$ cat config.mk
export PLATFORM = sky130hd
export DESIGN_NAME = occupancy_relay_node_unit
export DESIGN_NICKNAME = d
export VERILOG_FILES = /design/src/rtl/core/orn_pkg.sv /design/src/rtl/core/orn_cfg.sv /design/src/rtl/core/orn_engine.sv /design/src/rtl/core/orn_out_buf.sv /design/src/rtl/core/occupancy_relay_node_unit.sv
export SDC_FILE = /design/constraint.sdc
export NUM_CORES = 1
export LEC_CHECK = 0
export ABC_AREA = 1
export BUFFER_PORTS_ARGS = -buffer_cell sky130_fd_sc_hd__buf_2
export CAP_MARGIN = 20
export CORE_MARGIN = 2
export CORE_UTILIZATION = 45
export CTS_BUF_LIST = sky130_fd_sc_hd__clkbuf_8
export DETAILED_ROUTE_END_ITERATION = 16
export PLACE_DENSITY_LB_ADDON = 0.3
export SETUP_SLACK_MARGIN = 0.05
export SYNTH_ARGS = -nofsm -noshare
export SYNTH_HDL_FRONTEND = slang
export SYNTH_SLANG_ARGS = --single-unit
$ cat constraint.sdc
create_clock -name clk -period 4.4 [get_ports clk]
set_clock_uncertainty 0.15 [all_clocks]
set_input_delay 0.88 -clock clk [delete_from_list [all_inputs] [get_ports clk]]
set_output_delay 0.88 -clock clk [all_outputs]
set_load 0.005 [all_outputs]
$ cat src/rtl/core/orn_pkg.sv
`timescale 1ns / 1ps
// ----------------------------------------------------------------------------
// orn_pkg: shared types and constants of the occupancy relay node
// Event and result payloads, register map, function and report codes.
// ----------------------------------------------------------------------------
package orn_pkg;

  localparam int CFG_IDX_W  = 4;
  localparam int CFG_DATA_W = 16;

  // Configuration register map.
  localparam logic [CFG_IDX_W-1:0] REG_TICKS_PER_SECOND = 4'd0;
  localparam logic [CFG_IDX_W-1:0] REG_REPORT_PERIOD    = 4'd1;

  localparam logic [7:0]  TPS_RESET    = 8'd100;
  localparam logic [15:0] PERIOD_RESET = 16'd600;
  localparam logic [7:0]  DELAY_RESET  = 8'd10;

  // Received function numbers.
  localparam logic [7:0] FN_SET       = 8'd20;
  localparam logic [7:0] FN_SET_REPLY = 8'd22;
  localparam logic [7:0] FN_STATUS    = 8'd50;

  // Event kinds.
  typedef enum logic [1:0] {
    CMD_TICK   = 2'd0,
    CMD_SENSOR = 2'd1,
    CMD_RX     = 2'd2
  } cmd_e;

  // Report kinds.
  typedef enum logic [1:0] {
    KIND_PERIODIC  = 2'd0,
    KIND_PRESENCE  = 2'd1,
    KIND_CMD_REPLY = 2'd2,
    KIND_STATUS    = 2'd3
  } kind_e;

  typedef struct packed {
    logic [1:0] command;
    logic       pir_level;
    logic [7:0] func_code;
    logic [7:0] relay_a_req;
    logic [7:0] relay_b_req;
    logic [7:0] relay_c_req;
    logic [7:0] relay_d_req;
    logic [7:0] delay_req;
  } in_item_t;

  typedef struct packed {
    logic       report_valid;
    logic [1:0] report_kind;
    logic [3:0] relay_states;
    logic       sensor_level;
    logic       occupied;
    logic [7:0] delay_minutes_out;
    logic       save_delay;
  } out_item_t;

  typedef struct packed {
    logic [7:0]  ticks_per_second;
    logic [15:0] report_period_seconds;
  } cfg_t;

endpackage

$ cat src/rtl/core/orn_cfg.sv
`timescale 1ns / 1ps
// ----------------------------------------------------------------------------
// orn_cfg: configuration registers
// Holds the tick prescale and the periodic report interval.
// ----------------------------------------------------------------------------
module orn_cfg import orn_pkg::*; (
  input  logic                  clk,
  input  logic                  rst_n,
  input  logic                  wr_en,
  input  logic [CFG_IDX_W-1:0]  wr_index,
  input  logic [CFG_DATA_W-1:0] wr_data,
  output cfg_t                  cfg
);

  logic [7:0]  tps_r;
  logic [15:0] period_r;

  always_ff @(posedge clk) begin
    if (!rst_n) begin
      tps_r    <= TPS_RESET;
      period_r <= PERIOD_RESET;
    end else if (wr_en) begin
      // Writes to unknown indexes fall through and change nothing.
      if (wr_index == REG_TICKS_PER_SECOND) begin
        tps_r <= wr_data[7:0];
      end
      if (wr_index == REG_REPORT_PERIOD) begin
        period_r <= wr_data[15:0];
      end
    end
  end

  assign cfg.ticks_per_second      = tps_r;
  assign cfg.report_period_seconds = period_r;

endmodule

$ cat src/rtl/core/orn_engine.sv
`timescale 1ns / 1ps
// ----------------------------------------------------------------------------
// orn_engine: event processing and node state
// Updates occupancy, timers and relays for one event and forms its result.
// ----------------------------------------------------------------------------
module orn_engine import orn_pkg::*; (
  input  logic      clk,
  input  logic      rst_n,
  input  cfg_t      cfg,
  input  logic      push,
  input  in_item_t  item,
  output out_item_t result
);

  logic        last_r,    last_nxt;
  logic        present_r, present_nxt;
  logic        vac_on_r,  vac_on_nxt;
  logic [7:0]  presc_r,   presc_nxt;
  logic [15:0] rsec_r,    rsec_nxt;
  logic [13:0] vsec_r,    vsec_nxt;
  logic [7:0]  delay_r,   delay_nxt;
  logic [3:0]  relay_r,   relay_nxt;

  logic        rep;
  kind_e       kind;
  logic        save;
  logic [8:0]  tick_sum;
  logic [16:0] rep_sum;
  logic [14:0] vac_sum;
  logic [13:0] vac_limit;

  always_comb begin
    last_nxt    = last_r;
    present_nxt = present_r;
    vac_on_nxt  = vac_on_r;
    presc_nxt   = presc_r;
    rsec_nxt    = rsec_r;
    vsec_nxt    = vsec_r;
    delay_nxt   = delay_r;
    relay_nxt   = relay_r;
    rep         = 1'b0;
    kind        = KIND_PERIODIC;
    save        = 1'b0;
    tick_sum    = {1'b0, presc_r} + 9'd1;
    rep_sum     = {1'b0, rsec_r} + 17'd1;
    vac_sum     = {1'b0, vsec_r} + 15'd1;
    // Timeout in seconds is minutes * 60 = minutes * 64 - minutes * 4.
    vac_limit   = {delay_r, 6'b0} - {4'b0, delay_r, 2'b0};

    case (item.command)
      CMD_TICK: begin
        if (tick_sum >= {1'b0, cfg.ticks_per_second}) begin
          presc_nxt = '0;
          if (rep_sum >= {1'b0, cfg.report_period_seconds}) begin
            rsec_nxt = '0;
            rep      = 1'b1;
            kind     = KIND_PERIODIC;
          end else begin
            rsec_nxt = rep_sum[15:0];
          end
          // A vacancy timeout on the same second overrides the periodic report.
          if (vac_on_r) begin
            if (vac_sum >= {1'b0, vac_limit}) begin
              vac_on_nxt  = 1'b0;
              vsec_nxt    = '0;
              present_nxt = 1'b0;
              rep         = 1'b1;
              kind        = KIND_PRESENCE;
            end else begin
              vsec_nxt = vac_sum[13:0];
            end
          end
        end else begin
          presc_nxt = tick_sum[7:0];
        end
      end
      CMD_SENSOR: begin
        if (item.pir_level != last_r) begin
          vsec_nxt = '0;
          last_nxt = item.pir_level;
          if (item.pir_level) begin
            vac_on_nxt = 1'b0;
            if (!present_r) begin
              present_nxt = 1'b1;
              rep         = 1'b1;
              kind        = KIND_PRESENCE;
            end
          end else begin
            vac_on_nxt = 1'b1;
          end
        end
      end
      CMD_RX: begin
        if (item.func_code == FN_SET || item.func_code == FN_SET_REPLY) begin
          relay_nxt = {|item.relay_d_req, |item.relay_c_req,
                       |item.relay_b_req, |item.relay_a_req};
          if (item.delay_req != delay_r) begin
            delay_nxt = item.delay_req;
            save      = 1'b1;
          end
          if (item.func_code == FN_SET_REPLY) begin
            rep  = 1'b1;
            kind = KIND_CMD_REPLY;
          end
        end else if (item.func_code == FN_STATUS) begin
          rep  = 1'b1;
          kind = KIND_STATUS;
        end
      end
      default: begin
      end
    endcase

    // Any report restarts the periodic interval.
    if (rep) begin
      rsec_nxt = '0;
    end
  end

  always_ff @(posedge clk) begin
    if (!rst_n) begin
      last_r    <= 1'b0;
      present_r <= 1'b0;
      vac_on_r  <= 1'b0;
      presc_r   <= '0;
      rsec_r    <= '0;
      vsec_r    <= '0;
      delay_r   <= DELAY_RESET;
      relay_r   <= '0;
    end else if (push) begin
      last_r    <= last_nxt;
      present_r <= present_nxt;
      vac_on_r  <= vac_on_nxt;
      presc_r   <= presc_nxt;
      rsec_r    <= rsec_nxt;
      vsec_r    <= vsec_nxt;
      delay_r   <= delay_nxt;
      relay_r   <= relay_nxt;
    end
  end

  assign result.report_valid      = rep;
  assign result.report_kind       = rep ? kind : KIND_PERIODIC;
  assign result.relay_states      = relay_nxt;
  assign result.sensor_level      = last_nxt;
  assign result.occupied          = present_nxt;
  assign result.delay_minutes_out = delay_nxt;
  assign result.save_delay        = save;

endmodule

$ cat src/rtl/core/orn_out_buf.sv
`timescale 1ns / 1ps
// ----------------------------------------------------------------------------
// orn_out_buf: result register with skid stage
// Holds results until the receiver takes them; stalls the input when full.
// ----------------------------------------------------------------------------
module orn_out_buf import orn_pkg::*; (
  input  logic      clk,
  input  logic      rst_n,
  input  logic      push,
  input  out_item_t push_data,
  output logic      full,
  output logic      out_valid,
  input  logic      out_stall,
  output out_item_t out_item
);

  logic      main_valid_r;
  out_item_t main_data_r;
  logic      skid_valid_r;
  out_item_t skid_data_r;
  logic      pop;

  assign pop = main_valid_r && !out_stall;

  always_ff @(posedge clk) begin
    if (!rst_n) begin
      main_valid_r <= 1'b0;
      skid_valid_r <= 1'b0;
    end else if (skid_valid_r) begin
      // Input is stalled while the skid stage holds a result.
      if (pop) begin
        skid_valid_r <= 1'b0;
      end
    end else if (push) begin
      if (main_valid_r && !pop) begin
        skid_valid_r <= 1'b1;
      end else begin
        main_valid_r <= 1'b1;
      end
    end else if (pop) begin
      main_valid_r <= 1'b0;
    end
  end

  always_ff @(posedge clk) begin
    if (skid_valid_r) begin
      if (pop) begin
        main_data_r <= skid_data_r;
      end
    end else if (push) begin
      if (main_valid_r && !pop) begin
        skid_data_r <= push_data;
      end else begin
        main_data_r <= push_data;
      end
    end
  end

  assign full      = skid_valid_r;
  assign out_valid = main_valid_r;
  assign out_item  = main_data_r;

endmodule

$ cat src/rtl/core/occupancy_relay_node_unit.sv
`timescale 1ns / 1ps
// ----------------------------------------------------------------------------
// occupancy_relay_node_unit: occupancy and relay node
// Input channel (in_valid / in_stall / in_item) carries one event per
// transfer: a timer tick, a motion sensor sample or a received command.
// Every event yields exactly one result on the output channel
// (out_valid / out_stall / out_item) showing the node state after the event
// and whether a status report goes out.
// The state is updated at the input transfer edge, where the result is written
// into the result register, or into the skid stage while that register is
// held. One event is taken per cycle while in_stall is low; the state update
// is a single short pass of logic ahead of the result register.
// When the receiver stalls, one extra result is held in a skid stage and
// in_stall rises from the next cycle until the receiver takes a result.
// The cfg port (cfg_valid / cfg_ready / cfg_index / cfg_data) is always
// ready; index 0 is ticks per second, index 1 the report period.
// Synchronous reset restores all state and registers to their defaults and
// empties the output.
// ----------------------------------------------------------------------------
module occupancy_relay_node_unit import orn_pkg::*; (
  input  logic                  clk,
  input  logic                  rst_n,
  input  logic                  in_valid,
  output logic                  in_stall,
  input  in_item_t              in_item,
  output logic                  out_valid,
  input  logic                  out_stall,
  output out_item_t             out_item,
  input  logic                  cfg_valid,
  output logic                  cfg_ready,
  input  logic [CFG_IDX_W-1:0]  cfg_index,
  input  logic [CFG_DATA_W-1:0] cfg_data
);

  cfg_t      cfg;
  out_item_t result;
  logic      push;
  logic      full;

  assign cfg_ready = 1'b1;
  assign in_stall  = full;
  assign push      = in_valid && !full;

  orn_cfg u_cfg (
    .clk      (clk),
    .rst_n    (rst_n),
    .wr_en    (cfg_valid && cfg_ready),
    .wr_index (cfg_index),
    .wr_data  (cfg_data),
    .cfg      (cfg)
  );

  orn_engine u_engine (
    .clk    (clk),
    .rst_n  (rst_n),
    .cfg    (cfg),
    .push   (push),
    .item   (in_item),
    .result (result)
  );

  orn_out_buf u_out_buf (
    .clk       (clk),
    .rst_n     (rst_n),
    .push      (push),
    .push_data (result),
    .full      (full),
    .out_valid (out_valid),
    .out_stall (out_stall),
    .out_item  (out_item)
  );

endmodule

==> results.tsv, run 1 <==
metric	value	unit
status	finished, final reports clean	
internal-power	1.99	mW
grt_pass1_vias	5720	
grt_max_degree	46	
crit_required	4.59	ns
hold_class	flip-flop to flip-flop	
grt_overflow	0	
drt_iter0_drc	318	
r2r_setup_slack	0.49	ns
clkLatencyLatePin	0.44	ns
synth-seq-cells	115	
drt-total-wl	15.6	mm
min-delay-start	u_cfg.period_r[10]	
holdBufCountCts	0	
ff_latch_area	2660	µm²
grt_setup_unrepaired	no	
ctsHtreeMaxLevel	4	
grt_first_pass_wirelength	25.7	mm
cts_setup_buffers	0	
layout_common_cells	215 x nand2_1, 138 x inv_1, 95 x buf_2	
pwr-share-clk	43.3	%
highest-signal-layer	met4	
multiInputGateArea	3720	µm²
wirelength_met1	7.65	mm
synth-async-reset-ratio	0	%
port_buffers	95	
core.rowCount	45	
grtUsageTotal	19.2	%
switching_share	25.0	%
p_leak	3.93	nW
p_seq_share	43.9	%
slew_headroom	44.5	%
peakVddDrop	0.000201	V
syn_area_per_cell	7.45	µm²
ys_warn_count	0	
dp_hpwl	11.7	mm
synth_edf_count	36	
max_cap_violations	0	
synth_area_leaders	dfxtp_1 22%, edfxtp_1 15%, nand2_1 11%	
syn-num-nets	1065	
die_x	129	µm
root_buffer	clkbuf_8	
worstPathArrival	4.10	ns
clkTransAtPathRegs	0.07	ns
comb_power_share	12.9	%
antenna_found_initial	1	
r2r_cells	25	
yosys.area.top_type_share	22.5	%
tightest_slew	0.832	ns
drc	0	
path_max_fanout	18	
drive_gt1_share	17.3	%
cts_sinks	115	
ys_types	50	
start_util	46.2	%
area_growth	16.0	%
vias	6166	
hold_viol	0	
powerDensity	324	nW/µm²
core-area	15300	µm²
r2r_start	u_engine.delay_r[5]	
min_to	u_cfg.period_r[10]	
synth.largest_area_cell	dfxtp_1	
final_common_cell	nand2_1	
cts_buffers	17	
postRouteAntennaNets	0	
min_delay_path_depth	2	
dieArea	16700	µm²
pin_count	97	
fin_area	8170	µm²
end_kind	flip-flop	
fin_crit_sh	88.9	%
die_height	129	µm
fillCellCount	1513	
ctsResizeCount	0	
cts_tree	yes	
wl_met2	6.84	mm
ys.flop_type	dfxtp_1	
max_freq	0.256	GHz
clock_path_buffers	2	
dr_wl_met3	831	µm
via_per_inst	4.87	
synth-seq-area-share	37.8	%
gp_congestion	0.840	
power_switching	0.661	mW
path_class	flip-flop to flip-flop	
fin_crit	3.91	ns
first_pass_iters	5	
r2r-end	u_engine.rsec_r[7]	
final-setup-viol-count	0	
fin_nets	1162	
placed_cell_area	7710	µm²
finalMaxSlewViolations	0	
worstSetupStartpointType	flip-flop	
fin_tns_setup	0	ns
wl_per_cell	12.3	µm
syn_area	7040	µm²
synth_cells	945	
[state kept, by name (all words and copies together), names as in the netlist, 4 cells and up]
name                   count
u_out_buf.skid_data_r     18
u_engine.vsec_r           14
u_cfg.period_r            16
u_engine.relay_r           4
u_out_buf.out_item        18
u_engine.rsec_r           16
u_engine.delay_r           8
u_cfg.tps_r                8
u_engine.presc_r           8
[area by class of cell]
cell class / instances / area share [%]
sequential: 115 / 32.6
clock buffer: 17 / 2.86
tap: 211 / 3.23
timing repair buffer: 103 / 6.55
clock inverter: 15 / 2.71
inverter: 142 / 6.55
multi-input combinational: 663 / 45.5
antenna: 1 / 0.0306
[metrics by stage]
stage / utilization [%] / power, mW / hold WS [ns] / setup slack, ns / instances
after floorplan: - / 1.41 / 0.285 / 0.987 / 945
after global placement: 50.6 / 1.52 / 0.300 / 0.721 / 1234
final: 53.6 / 2.65 / 0.315 / 0.490 / 1267
after detailed placement: 50.6 / 1.52 / 0.306 / 0.602 / 1234
after CTS: 53.5 / 2.67 / 0.316 / 0.524 / 1266
after global routing: 53.5 / 2.76 / 0.336 / 0.121 / 1266
[how the worst max path moves through the flow]
stage | start | endpoint | slack (ns) | depth (start not counted)
2_1_floorplan | u_engine.delay_r[5] | u_engine.rsec_r[14] | 0.99 | 26
3_5_place_dp | u_engine.delay_r[5] | u_engine.rsec_r[7] | 0.60 | 25
5_1_grt | u_engine.delay_r[5] | u_engine.rsec_r[7] | 0.12 | 25
3_3_place_gp | u_engine.delay_r[5] | u_engine.rsec_r[13] | 0.72 | 25
6_report | u_engine.delay_r[5] | u_engine.rsec_r[7] | 0.49 | 25
4_1_cts | u_engine.delay_r[5] | u_engine.rsec_r[7] | 0.52 | 25
[metal layers]
| layer | track usage [%] | vias up |
|---|---|---|
| met3 | 4.91 | 21 |
| met1 | 24.9 | 2731 |
| met2 | 31.6 | 153 |
| li1 | - | 3261 |
| met4 | 6.01 | 0 |
| met5 | 0 | - |
[power groups by stage]
stage                     sequential [mW]  clock (mW)  combinational [mW]
after floorplan                      1.18           0               0.229
final                                1.16        1.15               0.341
after global routing                 1.16        1.21               0.389
after detailed placement             1.18           0               0.339
after CTS                            1.16        1.16               0.343
after global placement               1.18           0               0.335
[cells in the mapped netlist (11+ instances only)]
| cell | instances |
|---|---|
| dfxtp_1 | 79 |
| clkbuf_1 | 17 |
| nor2_1 | 80 |
| nor4_1 | 11 |
| nand2_1 | 215 |
| a21oi_1 | 85 |
| edfxtp_1 | 36 |
| nand3_1 | 46 |
| xnor2_1 | 14 |
| ha_1 | 44 |
| xor2_1 | 31 |
| inv_1 | 135 |
| nor2_2 | 17 |
| nand4_1 | 14 |
| o21ai_0 | 53 |
[critical path, stage by stage, from the launching register on]
cell and delay, ns:
dfxtp_1 0.40, inv_1 0.11, ha_1 0.35, a21oi_1 0.17, o21ai_0 0.16, a21o_1 0.18, a21oi_1 0.19, xor2_1 0.17
inv_1 0.06, ha_1 0.29, nand2_1 0.09, inv_1 0.05, a21oi_1 0.11, nand2_1 0.07, inv_1 0.05, nand3_1 0.07
nand2_1 0.06, nand2_1 0.10, nand2_1 0.15, nand3_4 0.11, nand2_8 0.11, nand3_4 0.18, nand2_8 0.22, nand2_1 0.08
nand2_1 0.07, nor2_1 0.05
[cell families after synthesis]
| logic type | Yosys count | synth area share, % |
|---|---|---|
| simple gates | 423 | 28.1 |
| flops | 115 | 37.8 |
| other cells | 1 | 0.0532 |
| fa+ha+maj | 44 | 7.82 |
| xor+xnor | 45 | 5.60 |
| buf+inv | 167 | 9.47 |
| compound gates | 150 | 11.2 |
(Power assumes the default switching activity.)
==> run 2, diff against run 1 <==
Settings changed: CELL_PAD_IN_SITES_DETAIL_PLACEMENT from default to 1, CELL_PAD_IN_SITES_GLOBAL_PLACEMENT from default to 1, CORE_UTILIZATION 45 to 44, CTS_BUF_LIST sky130_fd_sc_hd__clkbuf_8 to sky130_fd_sc_hd__clkbuf_4.
==> run 2 against run 1 <==
Against the previous run: sequential power is essentially flat; highest routed layer unchanged; critical endpoint unchanged; power fell by 11%; worst hold slack improved by 0.0064 ns; sequential cell count unchanged; critical path type unchanged; clock power fell by 28%; worst setup slack better by 0.022 ns; non-clock buffer count decreased by 1; via count grew 3.5%; clock-buffer cell count unchanged; combinational power increased by 5%.
==> results.tsv, run 2 (synthesis gave the netlist of run 1 again) <==
metric	value	unit	change
fin_area	8040	µm²	was 8170 µm²
power_switching	0.770	mW	was 0.661 mW
comb_power_share	15.3	%	was 12.9%
postRouteAntennaNets	0		unchanged
fin_cells	1272		was 1267
path_class	flip-flop to flip-flop		unchanged
root_buffer	clkbuf_4		was clkbuf_8
grt_first_pass_wirelength	30.4	mm	was 25.7 mm
setup_slack	0.512	ns	was 0.490 ns
slew_headroom	40.5	%	was 44.5%
min-delay-start	u_cfg.period_r[8]		was u_cfg.period_r[10]
pre_cts_slack	0.485	ns	was 0.602 ns
port_buffers	95		unchanged
worstPathArrival	4.21	ns	was 4.10 ns
final_common_cell	nand2_1		unchanged
fin_util	51.0	%	was 53.6%
r2r_cells	25		unchanged
antenna_found_initial	0		was 1
cpPeakStageDelay	0.47	ns	was 0.40 ns
fin_crit	3.89	ns	was 3.91 ns
vias	6382		was 6166
max_cap_violations	0		unchanged
clkLatencyLatePin	0.56	ns	was 0.44 ns
status	finished, final reports clean		unchanged
crit_required	4.72	ns	was 4.59 ns
placed_cell_area	7710	µm²	about the same
layout_common_cells	215 x nand2_1, 135 x inv_1, 95 x buf_2		was 215 x nand2_1, 138 x inv_1, 95 x buf_2
hold_class	flip-flop to flip-flop		unchanged
die_x	131	µm	was 129 µm
dp_hpwl	13.8	mm	was 11.7 mm
grt_overflow	0		unchanged
min_to	u_cfg.period_r[8]		was u_cfg.period_r[10]
r2r_start	u_engine.delay_r[4]		was u_engine.delay_r[5]
grtUsageTotal	22.6	%	was 19.2%
drive_gt1_share	17.9	%	was 17.3%
first_pass_iters	4		was 5
hold_viol	0		unchanged
r2r-end	u_engine.rsec_r[7]		unchanged
start_util	44.7	%	was 46.2%
grt_pass1_vias	6395		was 5720
fillCellCount	2072		was 1513
grt_max_degree	46		unchanged
worstSetupStartpointType	flip-flop		unchanged
area_growth	14.1	%	was 16.0%
finalMaxSlewViolations	0		unchanged
clock_path_buffers	2		unchanged
fin_crit_sh	88.4	%	was 88.9%
via_per_inst	5.02		was 4.87
drt_iter0_drc	245		was 318
internal-power	1.58	mW	was 1.99 mW
path_max_fanout	11		was 18
fin_tns_setup	0	ns	unchanged
switching_share	32.8	%	was 25.0%
crit_buf_inv	4		unchanged
final-setup-viol-count	0		unchanged
clkTransAtPathRegs	0.13	ns	was 0.07 ns
p_leak	3.86	nW	was 3.93 nW
core-area	15800	µm²	was 15300 µm²
gp_congestion	0.797		was 0.840
cpMostUsedCell	nand2_1		unchanged
drt-total-wl	18.3	mm	was 15.6 mm
die_height	131	µm	was 129 µm
pin_count	97		unchanged
cts_tree	yes		unchanged
cts_sinks	115		unchanged
ctsHtreeMaxLevel	4		unchanged
p_seq_share	49.5	%	was 43.9%
drc	0		unchanged
cp_slowest_cell	dfxtp_1		unchanged
powerDensity	293	nW/µm²	was 324 nW/µm²
peakVddDrop	0.000192	V	was 0.000201 V
cts_buffers	17		unchanged
cts_setup_buffers	0		unchanged
hold_ws	0.321	ns	was 0.315 ns
min_delay_path_depth	2		unchanged
core.rowCount	46		was 45
n_antenna_cell	0		was 1
wl_per_cell	14.4	µm	was 12.3 µm
pwr-share-clk	35.3	%	was 43.3%
tightest_slew	0.891	ns	was 0.832 ns
r2r_setup_slack	0.51	ns	was 0.49 ns
numPlacedInstances	1238		was 1234
dieArea	17000	µm²	was 16700 µm²
grt_setup_unrepaired	no		unchanged
max_freq	0.257	GHz	was 0.256 GHz
end_kind	flip-flop		unchanged
fin_nets	1163		was 1162
total_power	2.35	mW	was 2.65 mW
cpLargestDelayFamily	simple AND/OR/NAND/NOR gates		unchanged
==> run 2: cell types whose count changed in the layout (fill, tap and decap cells not counted) <==
cell and delta:
buf_4 -1, bufinv_16 -5, clkbuf_4 +17, clkbuf_8 -17
clkinv_1 -2, clkinv_2 -3, clkinv_4 +3, diode_2 -1
inv_1 -3, inv_6 +5, inv_8 +5, nand2_8 +1
nand3_2 +1
==> run 2: per-layer routing <==
layer	global-route usage, %	routed length (µm)
met2	38.6	8750
met3	3.58	562
met4	7.13	311
met1	29.4	8700
met5	0	0
==> run 2: final cells by class <==
type / instances / area [µm²] / share of cell area (%)
Tap cell: 216 / 270 / 3.36
Multi-Input combinational cell: 665 / 3750 / 46.6
Sequential cell: 115 / 2660 / 33.1
Clock inverter: 15 / 164 / 2.04
Clock buffer: 17 / 128 / 1.59
Timing Repair Buffer: 102 / 528 / 6.57
Inverter: 142 / 536 / 6.66
==> run 2: how the worst max path moves through the flow <==
stage / cells past startpoint / startpoint / end / slack (ns)
2_1_floorplan: 26 / u_engine.delay_r[5] / u_engine.rsec_r[14] / 0.99
3_3_place_gp: 25 / u_engine.delay_r[4] / u_engine.rsec_r[8] / 0.64
3_5_place_dp: 25 / u_engine.delay_r[4] / u_engine.rsec_r[15] / 0.49
4_1_cts: 25 / u_engine.delay_r[4] / u_engine.rsec_r[7] / 0.46
5_1_grt: 25 / u_engine.delay_r[5] / u_engine.rsec_r[4] / 0.10
6_report: 25 / u_engine.delay_r[4] / u_engine.rsec_r[7] / 0.51
==> run 2: power groups by stage <==
stage | sequential, mW | clock, mW | combinational, mW
after floorplan | 1.18 | 0 | 0.229
after global placement | 1.18 | 0 | 0.344
after detailed placement | 1.19 | 0 | 0.356
after CTS | 1.16 | 0.851 | 0.358
after global routing | 1.17 | 0.888 | 0.409
final | 1.16 | 0.829 | 0.359
==> run 2: tightest hold or removal path, delay by kind of cell, from the launching register on <==
kind | cells | cell delay, ns
flops | 1 | 0.32
compound gates | 1 | 0.05
buf+inv | 1 | 0.06
==> run 2: timing repair <==
action | in CTS | in global routing
hold buffers | 0 | 0
gates resized for setup | 0 | 1
setup endpoints to repair | 0 | 6
==> run 3, diff against run 2 <==
Settings changed: SYNTH_HIERARCHICAL from default to 1.
==> run 3 against run 2 <==
Against the previous run: design area increased by 3.1%; critical path depth decreased by 1; sequential cell count unchanged; sequential share of layout area shrank 1.0 points; critical path type unchanged; largest cell class unchanged; wire length rose by 1.1%; combinational power up 15%.
==> results.tsv, run 3 <==
metric	value	unit	change
cts_setup_buffers	0		unchanged
crit_required	4.69	ns	was 4.72 ns
cp_slowest_cell	dfxtp_1		unchanged
gp_congestion	0.824		was 0.797
port_buffers	95		unchanged
cpPeakStageDelay	0.46	ns	was 0.47 ns
fillCellCount	2235		was 2072
hold_viol	0		unchanged
synth-async-reset-ratio	0	%	unchanged
synth_cells	1044		was 945
ff_latch_area	2660	µm²	unchanged
fin_cells	1362		was 1272
drt-total-wl	18.5	mm	was 18.3 mm
holdBufCountCts	0		unchanged
cpLargestDelayFamily	simple AND/OR/NAND/NOR gates		unchanged
drive_gt1_share	14.4	%	was 17.9%
total_power	2.44	mW	was 2.35 mW
syn_area_per_cell	7.11	µm²	was 7.45 µm²
ys_types	49		was 50
antenna_found_initial	1		was 0
area_growth	11.6	%	was 14.1%
pin_count	97		unchanged
cts_tree	yes		unchanged
min_to	u_cfg/period_r[6]		was u_cfg.period_r[8]
drt_iter0_drc	284		was 245
dp_hpwl	13.8	mm	about the same
wl_per_cell	13.6	µm	was 14.4 µm
worstPathArrival	4.30	ns	was 4.21 ns
peakVddDrop	0.000158	V	was 0.000192 V
max_cap_violations	0		unchanged
ys_warn_count	6		was 0
cts_sinks	115		unchanged
path_class	flip-flop to flip-flop		unchanged
powerDensity	295	nW/µm²	was 293 nW/µm²
syn_area	7420	µm²	was 7040 µm²
final_common_cell	nand2_1		unchanged
synth_common_cells	264 x nand2_1, 190 x inv_1, 108 x nor2_1		was 215 x nand2_1, 135 x inv_1, 85 x a21oi_1
multiInputGateArea	3800	µm²	was 3750 µm²
syn-num-nets	1164		was 1065
numPlacedInstances	1329		was 1238
fin_area	8280	µm²	was 8040 µm²
clkTransAtPathRegs	0.12	ns	was 0.13 ns
fin_nets	1248		was 1163
start_util	44.9	%	was 44.7%
end_kind	flip-flop		unchanged
r2r-end	u_engine/rsec_r[11]		was u_engine.rsec_r[7]
layout_common_cells	264 x nand2_1, 190 x inv_1, 108 x nor2_1		was 215 x nand2_1, 135 x inv_1, 95 x buf_2
min-delay-start	u_cfg/period_r[6]		was u_cfg.period_r[8]
dieArea	17900	µm²	was 17000 µm²
yosys.area.top_type_share	21.3	%	was 22.5%
tightest_slew	0.874	ns	was 0.891 ns
grt_setup_unrepaired	no		unchanged
ctsHtreeMaxLevel	4		unchanged
die_x	134	µm	was 131 µm
slew_headroom	41.6	%	was 40.5%
synthMostInstantiatedCell	nand2_1		unchanged
max_freq	0.250	GHz	was 0.257 GHz
postRouteAntennaNets	0		unchanged
grtUsageTotal	21.7	%	was 22.6%
grt_first_pass_wirelength	31.7	mm	was 30.4 mm
core-area	16500	µm²	was 15800 µm²
synth.largest_area_cell	dfxtp_1		unchanged
finalMaxSlewViolations	0		unchanged
synth_area_leaders	dfxtp_1 21%, edfxtp_1 15%, nand2_1 13%		was dfxtp_1 22%, edfxtp_1 15%, nand2_1 11%
p_leak	4.19	nW	was 3.86 nW
synth-seq-cells	115		unchanged
fin_crit	4.01	ns	was 3.89 ns
fin_tns_setup	0	ns	unchanged
hold_class	flip-flop to flip-flop		unchanged
synth-seq-area-share	35.9	%	was 37.8%
status	finished, final reports clean		unchanged
r2r_setup_slack	0.39	ns	was 0.51 ns
grt_overflow	0		unchanged
cts_buffers	17		unchanged
via_per_inst	4.94		was 5.02
clkLatencyLatePin	0.56	ns	about the same
grt_max_degree	59		was 46
path_max_fanout	20		was 11
ys.flop_type	dfxtp_1		unchanged
worstSetupStartpointType	flip-flop		unchanged
cp.depth	24		was 25
fin_crit_sh	91.1	%	was 88.4%
clock_path_buffers	2		unchanged
die_height	134	µm	was 131 µm
vias	6728		was 6382
r2r_start	u_engine/delay_r[4]		was u_engine.delay_r[4]
r2r_cells	24		was 25
first_pass_iters	4		unchanged
grt_pass1_vias	6815		was 6395
min_delay_path_depth	2		unchanged
ctsResizeCount	0		unchanged
crit_buf_inv	4		unchanged
final-setup-viol-count	0		unchanged
synth_edf_count	36		unchanged
placed_cell_area	7960	µm²	was 7710 µm²
core.rowCount	47		was 46
drc	0		unchanged
fin_util	50.1	%	was 51.0%
crit_chain	inv_1, ha_1, nand4_1, o21ai_1, inv_1, o21ai_0, a21oi_1, nand3_1, xor2_1, inv_1, ha_1, a21o_1, a21oi_1, nand2_1, inv_1, nand3_2, nand2_1, nand3_2, nand2_4, nand3_4, nand2_8, nand2_1, nand2_1, nor2_1		
root_buffer	clkbuf_4		unchanged
[run 3: area by class of cell]
cell class                 instances  area share, %
inverter                         195           8.87
clock buffer                      17           1.54
clock inverter                    14           2.16
tap                              220           3.32
sequential                       115           32.1
multi-input combinational        701           45.9
timing repair buffer              98           6.01
antenna                            2         0.0604
[run 3: report_power, final]
group / total (mW) / internal [mW] / switching (mW)
clock: 0.855 / 0.398 / 0.456
sequential: 1.17 / 1.15 / 0.0296
combinational: 0.414 / 0.148 / 0.267
[run 3: worst reg2reg max path: stages, from the launching register on]
cell and delay (ns):
dfxtp_1 0.46, inv_1 0.12, ha_1 0.34, nand4_1 0.11, o21ai_1 0.21, inv_1 0.06
o21ai_0 0.15, a21oi_1 0.11, nand3_1 0.09, xor2_1 0.18, inv_1 0.07, ha_1 0.29
a21o_1 0.18, a21oi_1 0.12, nand2_1 0.07, inv_1 0.07, nand3_2 0.14, nand2_1 0.15
nand3_2 0.10, nand2_4 0.12, nand3_4 0.20, nand2_8 0.20, nand2_1 0.07, nand2_1 0.07
nor2_1 0.05
[run 3: routing by layer]
metal | global-route usage, % | routed length (µm)
met5 | 0 | 0
met4 | 5.79 | 142
met3 | 4.69 | 835
met2 | 36.3 | 8660
met1 | 28.5 | 8890
[run 3: stage by stage]
stage	worst slack, ns	hold WS (ns)
3_5_place_dp	0.386	0.297
4_1_cts	0.309	0.326
5_1_grt	0.0768	0.353
3_3_place_gp	0.558	0.291
2_1_floorplan	0.865	0.279
6_report	0.392	0.322
[run 3: kinds of logic after synthesis]
group                    synth area share, %
AO/OA/AOI/OAI                           8.93
flip-flops                              35.9
other                                 0.0505
buffers and inverters                   13.0
XOR/XNOR                                5.07
AND/OR/NAND/NOR                         29.6
adder cells (fa/ha/maj)                 7.41
[run 3: how the worst max path moves through the flow]
| stage | start | end |
|---|---|---|
| after CTS | u_engine/delay_r[5] | u_engine/rsec_r[6] |
| after detailed placement | u_engine/delay_r[4] | u_engine/rsec_r[11] |
| after global routing | u_engine/delay_r[5] | u_engine/rsec_r[10] |
| final | u_engine/delay_r[4] | u_engine/rsec_r[11] |
| after global placement | u_engine/delay_r[4] | u_engine/rsec_r[13] |
| after floorplan | u_engine/delay_r[4] | u_out_buf/out_item[17] |
